--- config.mk ---
export PLATFORM = sky130hd
export DESIGN_NAME = psel_ctrl
export DESIGN_NICKNAME = d
export VERILOG_FILES = /design/src/sv/psel_pkg.sv /design/src/sv/psel_ctrl.sv
export VERILOG_INCLUDE_DIRS = /design/src /design/src/sv
export SDC_FILE = /design/constraint.sdc
export NUM_CORES = 1
export LEC_CHECK = 0
export BUFFER_PORTS_ARGS = -buffer_cell sky130_fd_sc_hd__buf_2
export CAP_MARGIN = 20
export CORE_MARGIN = 10
export CORE_UTILIZATION = 25
export CTS_CLUSTER_DIAMETER = 80
export DETAILED_ROUTE_END_ITERATION = 7
export PLACE_DENSITY = 0.43
export SETUP_SLACK_MARGIN = 0.05
export SLEW_MARGIN = 25
export SYNTH_ARGS = -nofsm -noshare
export SYNTH_HDL_FRONTEND = slang
export SYNTH_SLANG_ARGS = --single-unit
--- constraint.sdc ---
create_clock -name clock -period 3.4 [get_ports clock]
set_input_delay 0.17 -clock clock [delete_from_list [all_inputs] [get_ports clock]]
set_output_delay 0.17 -clock clock [all_outputs]
set_load 0.02 [all_outputs]
--- src/sv/assert_macros.svh ---
// Assertion macros used by the selector controller
`ifndef ASSERT_MACROS_SVH
`define ASSERT_MACROS_SVH

// implication checked at every rising clock edge outside reset
`define PSEL_ASSERT(label, clk, rst, prop, msg) \
   label: assert property (@(posedge clk) disable iff (rst) (prop)) else $error(msg);

// condition that must hold at every rising clock edge outside reset
`define PSEL_ASSERT_ALWAYS(label, clk, rst, cond, msg) \
   `PSEL_ASSERT(label, clk, rst, (1'b1 |-> (cond)), msg)

`endif

--- src/sv/psel_pkg.sv ---
// Shared widths, codes and the store access struct of the partial shuffle selector
package psel_pkg;

   localparam int TOTAL_W = 11;
   localparam int IDX_W = 10;
   localparam int VAL_W = 10;
   localparam int STATUS_W = 3;
   localparam int ADDR_FULL_W = 11;
   localparam int CAPACITY_DEFAULT = 1024;
   localparam int DEPTH_MAX = 2048;

   localparam logic REQ_START = 1'b0;
   localparam logic REQ_PICK = 1'b1;

   localparam logic [STATUS_W-1:0] ST_OK = 3'd0;
   localparam logic [STATUS_W-1:0] ST_SEL_OVER = 3'd1;
   localparam logic [STATUS_W-1:0] ST_CAP_OVER = 3'd2;
   localparam logic [STATUS_W-1:0] ST_BAD_INDEX = 3'd3;
   localparam logic [STATUS_W-1:0] ST_IDLE = 3'd4;

   typedef struct packed {
      logic rd_en;
      logic [ADDR_FULL_W-1:0] rd_addr_a;
      logic [ADDR_FULL_W-1:0] rd_addr_b;
      logic wr_en;
      logic [ADDR_FULL_W-1:0] wr_addr;
      logic [VAL_W-1:0] wr_data;
   } psel_mem_req_type;

endpackage

--- src/sv/psel_ctrl.sv ---
// Selection sequencer: request checks, refill walk, swap steps and result register
`include "assert_macros.svh"

module psel_ctrl
   import psel_pkg::*;
#(
   parameter int CAPACITY = CAPACITY_DEFAULT
) (
   input  logic clock,
   input  logic reset,
   input  logic req_valid,
   output logic req_stall,
   input  logic req_type,
   input  logic [TOTAL_W-1:0] req_total,
   input  logic [TOTAL_W-1:0] req_select_count,
   input  logic [IDX_W-1:0] req_pick_index,
   output logic rsp_valid,
   input  logic rsp_stall,
   output logic [VAL_W-1:0] rsp_picked_value,
   output logic [IDX_W-1:0] rsp_position,
   output logic rsp_last,
   output logic [STATUS_W-1:0] rsp_status,
   output psel_mem_req_type mem_req,
   input  logic [VAL_W-1:0] rd_data_a,
   input  logic [VAL_W-1:0] rd_data_b
);

   localparam logic [1:0] S_IDLE = 2'd0;
   localparam logic [1:0] S_FILL = 2'd1;
   localparam logic [1:0] S_SWAP_A = 2'd2;
   localparam logic [1:0] S_SWAP_B = 2'd3;
   localparam logic [16:0] CapLimit = 17'(CAPACITY);

   logic [1:0] state_ff, state_in;
   logic [TOTAL_W-1:0] prev_total_ff, prev_total_in;
   logic [TOTAL_W-1:0] act_total_ff, act_total_in;
   logic [TOTAL_W-1:0] act_select_ff, act_select_in;
   logic [TOTAL_W-1:0] cur_pos_ff, cur_pos_in;
   logic sel_active_ff, sel_active_in;
   logic [TOTAL_W-1:0] fill_cnt_ff, fill_cnt_in;
   logic [IDX_W-1:0] pick_idx_ff, pick_idx_in;
   logic [IDX_W-1:0] pick_pos_ff, pick_pos_in;
   logic rsp_valid_ff, rsp_valid_in;
   logic [VAL_W-1:0] rsp_value_ff, rsp_value_in;
   logic [IDX_W-1:0] rsp_pos_ff, rsp_pos_in;
   logic rsp_last_ff, rsp_last_in;
   logic [STATUS_W-1:0] rsp_status_ff, rsp_status_in;

   logic out_free;
   logic accept;
   logic load;
   logic [TOTAL_W-1:0] next_pos;
   logic [TOTAL_W-1:0] fill_next;
   logic [TOTAL_W-1:0] idx_ext;

   assign out_free = !rsp_valid_ff || !rsp_stall;
   assign req_stall = !((state_ff == S_IDLE) && out_free);
   assign accept = req_valid && !req_stall;
   assign next_pos = {1'b0, pick_pos_ff} + 11'd1;
   assign fill_next = fill_cnt_ff + 11'd1;
   assign idx_ext = {1'b0, req_pick_index};

   always_comb begin
      state_in = state_ff;
      prev_total_in = prev_total_ff;
      act_total_in = act_total_ff;
      act_select_in = act_select_ff;
      cur_pos_in = cur_pos_ff;
      sel_active_in = sel_active_ff;
      fill_cnt_in = fill_cnt_ff;
      pick_idx_in = pick_idx_ff;
      pick_pos_in = pick_pos_ff;
      load = 1'b0;
      rsp_value_in = rsp_value_ff;
      rsp_pos_in = rsp_pos_ff;
      rsp_last_in = rsp_last_ff;
      rsp_status_in = rsp_status_ff;
      mem_req = '0;

      unique case (state_ff)
         S_IDLE: begin
            if (accept) begin
               rsp_value_in = '0;
               rsp_pos_in = '0;
               rsp_last_in = 1'b0;
               if (req_type == REQ_START) begin
                  load = 1'b1;
                  if ({6'd0, req_total} > CapLimit) begin
                     rsp_status_in = ST_CAP_OVER;
                  end else if (req_select_count > req_total) begin
                     rsp_status_in = ST_SEL_OVER;
                  end else begin
                     rsp_status_in = ST_OK;
                     rsp_last_in = (req_select_count == '0);
                     if (req_total != prev_total_ff) begin
                        prev_total_in = req_total;
                        fill_cnt_in = '0;
                        if (req_total != '0) begin
                           state_in = S_FILL;
                        end
                     end
                     act_total_in = req_total;
                     act_select_in = req_select_count;
                     cur_pos_in = '0;
                     sel_active_in = (req_select_count != '0);
                  end
               end else if (!sel_active_ff) begin
                  load = 1'b1;
                  rsp_status_in = ST_IDLE;
               end else if (idx_ext < cur_pos_ff || idx_ext >= act_total_ff) begin
                  load = 1'b1;
                  rsp_status_in = ST_BAD_INDEX;
                  rsp_pos_in = cur_pos_ff[IDX_W-1:0];
               end else begin
                  mem_req.rd_en = 1'b1;
                  mem_req.rd_addr_a = idx_ext;
                  mem_req.rd_addr_b = cur_pos_ff;
                  pick_idx_in = req_pick_index;
                  pick_pos_in = cur_pos_ff[IDX_W-1:0];
                  state_in = S_SWAP_A;
               end
            end
         end
         S_FILL: begin
            mem_req.wr_en = 1'b1;
            mem_req.wr_addr = fill_cnt_ff;
            mem_req.wr_data = fill_cnt_ff[VAL_W-1:0];
            fill_cnt_in = fill_next;
            if (fill_next == act_total_ff) begin
               state_in = S_IDLE;
            end
         end
         S_SWAP_A: begin
            if (out_free) begin
               mem_req.wr_en = 1'b1;
               mem_req.wr_addr = {1'b0, pick_pos_ff};
               mem_req.wr_data = rd_data_a;
               load = 1'b1;
               rsp_value_in = rd_data_a;
               rsp_pos_in = pick_pos_ff;
               rsp_last_in = (next_pos >= act_select_ff);
               rsp_status_in = ST_OK;
               cur_pos_in = next_pos;
               if (next_pos >= act_select_ff) begin
                  sel_active_in = 1'b0;
               end
               state_in = S_SWAP_B;
            end
         end
         S_SWAP_B: begin
            mem_req.wr_en = 1'b1;
            mem_req.wr_addr = {1'b0, pick_idx_ff};
            mem_req.wr_data = rd_data_b;
            state_in = S_IDLE;
         end
         default: begin
            state_in = S_IDLE;
         end
      endcase

      if (load) begin
         rsp_valid_in = 1'b1;
      end else if (!rsp_stall) begin
         rsp_valid_in = 1'b0;
      end else begin
         rsp_valid_in = rsp_valid_ff;
      end
   end

   always_ff @(posedge clock) begin
      if (reset) begin
         state_ff <= S_IDLE;
         prev_total_ff <= '0;
         act_total_ff <= '0;
         act_select_ff <= '0;
         cur_pos_ff <= '0;
         sel_active_ff <= 1'b0;
         rsp_valid_ff <= 1'b0;
      end else begin
         state_ff <= state_in;
         prev_total_ff <= prev_total_in;
         act_total_ff <= act_total_in;
         act_select_ff <= act_select_in;
         cur_pos_ff <= cur_pos_in;
         sel_active_ff <= sel_active_in;
         rsp_valid_ff <= rsp_valid_in;
      end
      fill_cnt_ff <= fill_cnt_in;
      pick_idx_ff <= pick_idx_in;
      pick_pos_ff <= pick_pos_in;
      rsp_value_ff <= rsp_value_in;
      rsp_pos_ff <= rsp_pos_in;
      rsp_last_ff <= rsp_last_in;
      rsp_status_ff <= rsp_status_in;
   end

   assign rsp_valid = rsp_valid_ff;
   assign rsp_picked_value = rsp_value_ff;
   assign rsp_position = rsp_pos_ff;
   assign rsp_last = rsp_last_ff;
   assign rsp_status = rsp_status_ff;

   `PSEL_ASSERT(swap_follows, clock, reset, (state_ff == S_SWAP_A && out_free) |=> (state_ff == S_SWAP_B), "second swap write skipped")
   `PSEL_ASSERT(fill_in_range, clock, reset, (state_ff == S_FILL) |-> (fill_cnt_ff < act_total_ff), "refill walks past total")
   `PSEL_ASSERT(pos_below_select, clock, reset, sel_active_ff |-> (cur_pos_ff < act_select_ff), "active selection past its count")
   `PSEL_ASSERT_ALWAYS(select_within_total, clock, reset, act_select_ff <= act_total_ff, "selection count exceeds total")

endmodule

==> results.sh <==
export IMPL_setup_violations=0
export IMPL_cp_max_fo=5
export IMPL_grt_pass1_vias=5185
export IMPL_crit_cells=8
export IMPL_timing_slew_headroom=0.551
export IMPL_synth_compound_area_frac=0.152
export IMPL_crit_family="compound AO/OA/AOI/OAI gates"
export IMPL_grt_overflow_total=0
export IMPL_rsz0062_at_grt="false"
export IMPL_die_width_um=174
export IMPL_reg2reg_depth=8
export IMPL_clock_fmax_mhz=324
export IMPL_hold_start="req_select_count[4]"
export IMPL_place_worst_setup_slack_ns=0.352
export IMPL_pwr_density_cell_mw_per_mm2=383
export IMPL_initial_utilization=0.253
export IMPL_start_kind="register"
export IMPL_crit_buf_inv=0
export IMPL_netlist_instances=642
export IMPL_worst_slack_ns=0.315
export IMPL_hp_class="input port to register"
export IMPL_cts_tree="done"
export IMPL_synth_fa_ha_area_frac=0.0911
export IMPL_htree_levels=3
export IMPL_post_route_period_util=0.907
export IMPL_yosys_warnings=0
export IMPL_crit_path_end_kind="register"
export IMPL_cts_made_buffers=9
export IMPL_finalCoreUtilization=0.309
export IMPL_ys_types=50
export IMPL_ys_ff_latch=103
export IMPL_required_ns=3.49
export IMPL_ios=128
export IMPL_ir_drop_mv=0.172
export IMPL_async_flop_share=0
export IMPL_fin_total_pwr_mw=2.76
export IMPL_cts_resized=0
export IMPL_crit_path_max_incr_delay_ns=0.59
export IMPL_postCtsSetupBuffers=0
export IMPL_drt_iter0_markers=257
export IMPL_cts_root_buf="clkbuf_16"
export IMPL_drc=0
export IMPL_fin_skew_ns=0.0111
export IMPL_synth_xor_area_share=0.0593
export IMPL_hold_buffers=0
export IMPL_layout_min_cycle_time_ns=3.08
export IMPL_diodes=0
export IMPL_critPathKind="register to register"
export IMPL_netlist_area_sq_mm=0.00591
export IMPL_fin_setup_tns_ns=0
export IMPL_max_cap_violations=0
export IMPL_layout_nets=862
export IMPL_viasPerCell=4.68
export IMPL_wl_per_cell_um=18.8
export IMPL_grt_first_pass_wirelength_um=31300
export IMPL_synth_top_family_by_area="simple AND/OR/NAND/NOR gates"
export IMPL_outcome="completed"
export IMPL_tightest_slew_ns=0.657
export IMPL_hold_violations=0
export IMPL_clk_path_buf_depth=2
export IMPL_cp_arrival_ns=3.17
export IMPL_synthSimpleGateAreaFrac=0.187
export IMPL_place_congestion=0.839
export IMPL_area_growth_pct=22.1
export IMPL_coreArea_sq_mm=0.0233
export IMPL_antenna_left=0
export IMPL_cp_slowest_cell="a2111oi_0"
export IMPL_vias=5083
export IMPL_hold_path_depth=3
export IMPL_synthMuxAreaShare=0.0153
export IMPL_final_max_slew_viol_count=0
export IMPL_r2r_start="pick_pos_ff[3]"
export IMPL_cp_startpoint="pick_pos_ff[3]"
export IMPL_cts_clk_slew_worst_paths_ns=0.08
export IMPL_clock_sinks=103
export IMPL_routed_wl_um=20400
export IMPL_drive_above_1_share=0.214
export IMPL_power_static_leakage_nw=3.11
export IMPL_antenna_found_initial=1
export IMPL_grt_max_degree=28
export IMPL_numPortBuffers=125
export IMPL_fin_hold_ws_ns=0.0827
export IMPL_grt_use_total=0.133
export IMPL_fp_row_count=56
export IMPL_crit_chain="and3_1 -> and3_1 -> xor2_1 -> ha_1 -> a2111oi_0 -> a21oi_1 -> a2111oi_0 -> a21oi_1"
export IMPL_syn_area_per_cell_sq_um=9.20
export IMPL_dp_hpwl_um=16000
export IMPL_clk_latency_ns=0.36
export IMPL_synth_main_ff_cell="edfxtp_1"
export IMPL_synth_edff_count=55
export IMPL_ff2ff_setup_slack_ns=0.32
export IMPL_drtPass1Iterations=4
export IMPL_dieArea_sq_mm=0.0302
export IMPL_fp_dieH_um=174
export IMPL_fillers=2548
export IMPL_seq_area_frac_synth=0.442
-- flip-flops by register name, summed over array words and instances (netlist names) --
register / cells
act_select_ff: 11
act_total_ff: 11
cur_pos_ff: 11
fill_cnt_ff: 11
pick_idx_ff: 10
pick_pos_ff: 10
prev_total_ff: 11
rsp_last: 1
rsp_picked_value: 10
rsp_position: 10
rsp_status: 3
rsp_valid: 1
sel_active_ff: 1
state_ff: 2
-- kinds of logic (layout without fill, tap and decap cells) --
group / Yosys count / count (layout)
flops: 103 / 103
mux: 9 / 9
other cells: 1 / 2
simple gates: 227 / 227
compound gates: 140 / 140
buf+inv: 79 / 203
fa+ha+maj: 43 / 43
xor+xnor: 40 / 40
-- area by class of cell --
type / instances / area, sq um / area share
Clock buffer: 9 / 225 / 0.0312
Clock inverter: 7 / 65.1 / 0.00902
Inverter: 47 / 176 / 0.0245
Multi-Input combinational cell: 461 / 3000 / 0.415
Sequential cell: 103 / 2610 / 0.362
Tap cell: 319 / 399 / 0.0553
Timing Repair Buffer: 140 / 738 / 0.102
-- cells in the final DEF, fill, tap and decap left out, types with 5 or more instances in the layout --
cell type / netlist / routed
buf_2: 2 / 125
xnor2_1: 15 / 15
a21oi_1: 55 / 55
nor4_1: 11 / 11
buf_4: 3 / 15
a22o_1: 11 / 11
o21ai_0: 27 / 27
and3_1: 38 / 38
clkbuf_16: 0 / 9
xor2_1: 25 / 25
ha_1: 43 / 43
nand2_1: 88 / 88
inv_1: 47 / 47
mux2i_1: 9 / 9
dfxtp_1: 48 / 48
nor2_1: 33 / 33
a22oi_1: 20 / 20
nand3_1: 21 / 21
a21o_1: 5 / 5
nand4_1: 8 / 8
edfxtp_1: 55 / 55
nand2b_1: 5 / 5
nor3_1: 6 / 6
-- tightest hold or removal path: cells and delay by family --
kind | cells | cell delay [ns]
AOI/OAI and AO/OA | 1 | 0.05
buffers and inverters | 1 | 0.12
and+or+nand+nor | 1 | 0.06
-- stage by stage --
stage               instance area [sq um]  std cells
floorplan                            5910        643
global placement                     6920       1070
detailed placement                   6920       1070
CTS                                  7210       1086
global route                         7210       1086
finish                               7210       1086
-- per-layer routing --
metal | GRT usage | vias up | share of wire
met5 | 0 | - | 0
met4 | 0.0306 | 0 | 0.010
met3 | 0.0327 | 12 | 0.059
met2 | 0.211 | 151 | 0.45
met1 | 0.178 | 2389 | 0.48
li1 | - | 2531 | -
-- path summary, 6_finish.rpt --
| path | endpoint |
|---|---|
| worst min register to register | act_select_ff[1] |
| worst max register to register | rsp_last |
| worst max-delay path | rsp_last |
| worst min-delay path | act_select_ff[4] |
-- power breakdown --
| part | total, mW | switching [mW] | internal, mW |
|---|---|---|---|
| clock network | 1.04 | 0.522 | 0.514 |
| logic | 0.357 | 0.231 | 0.126 |
| registers | 1.37 | 0.0245 | 1.34 |
-- synth_stat cells (2+ instances only) --
library cell | number | area share
a22o_1 | 11 | 0.016
nand4_1 | 8 | 0.0085
inv_1 | 47 | 0.030
edfxtp_1 | 55 | 0.28
ha_1 | 43 | 0.091
nor2_1 | 33 | 0.021
dfxtp_1 | 48 | 0.16
nand3b_1 | 2 | 0.0025
o21ai_0 | 27 | 0.023
buf_2 | 2 | 0.0017
a22oi_1 | 20 | 0.025
and3_1 | 38 | 0.040
a2111oi_0 | 2 | 0.0030
a211oi_1 | 2 | 0.0025
nor4_1 | 11 | 0.012
a31oi_1 | 3 | 0.0032
and2_1 | 4 | 0.0042
mux2i_1 | 9 | 0.015
or3_1 | 2 | 0.0021
a21oi_2 | 2 | 0.0030
a21o_1 | 5 | 0.0064
o21ai_1 | 2 | 0.0017
buf_4 | 3 | 0.0038
clkbuf_1 | 26 | 0.017
nor3_1 | 6 | 0.0051
xnor2_1 | 15 | 0.022
nand3_1 | 21 | 0.018
nand2b_1 | 5 | 0.0053
xor2_1 | 25 | 0.037
nand2_1 | 88 | 0.056
a21oi_1 | 55 | 0.047
nor2b_1 | 4 | 0.0042
Power figures use the tool's default switching activity.
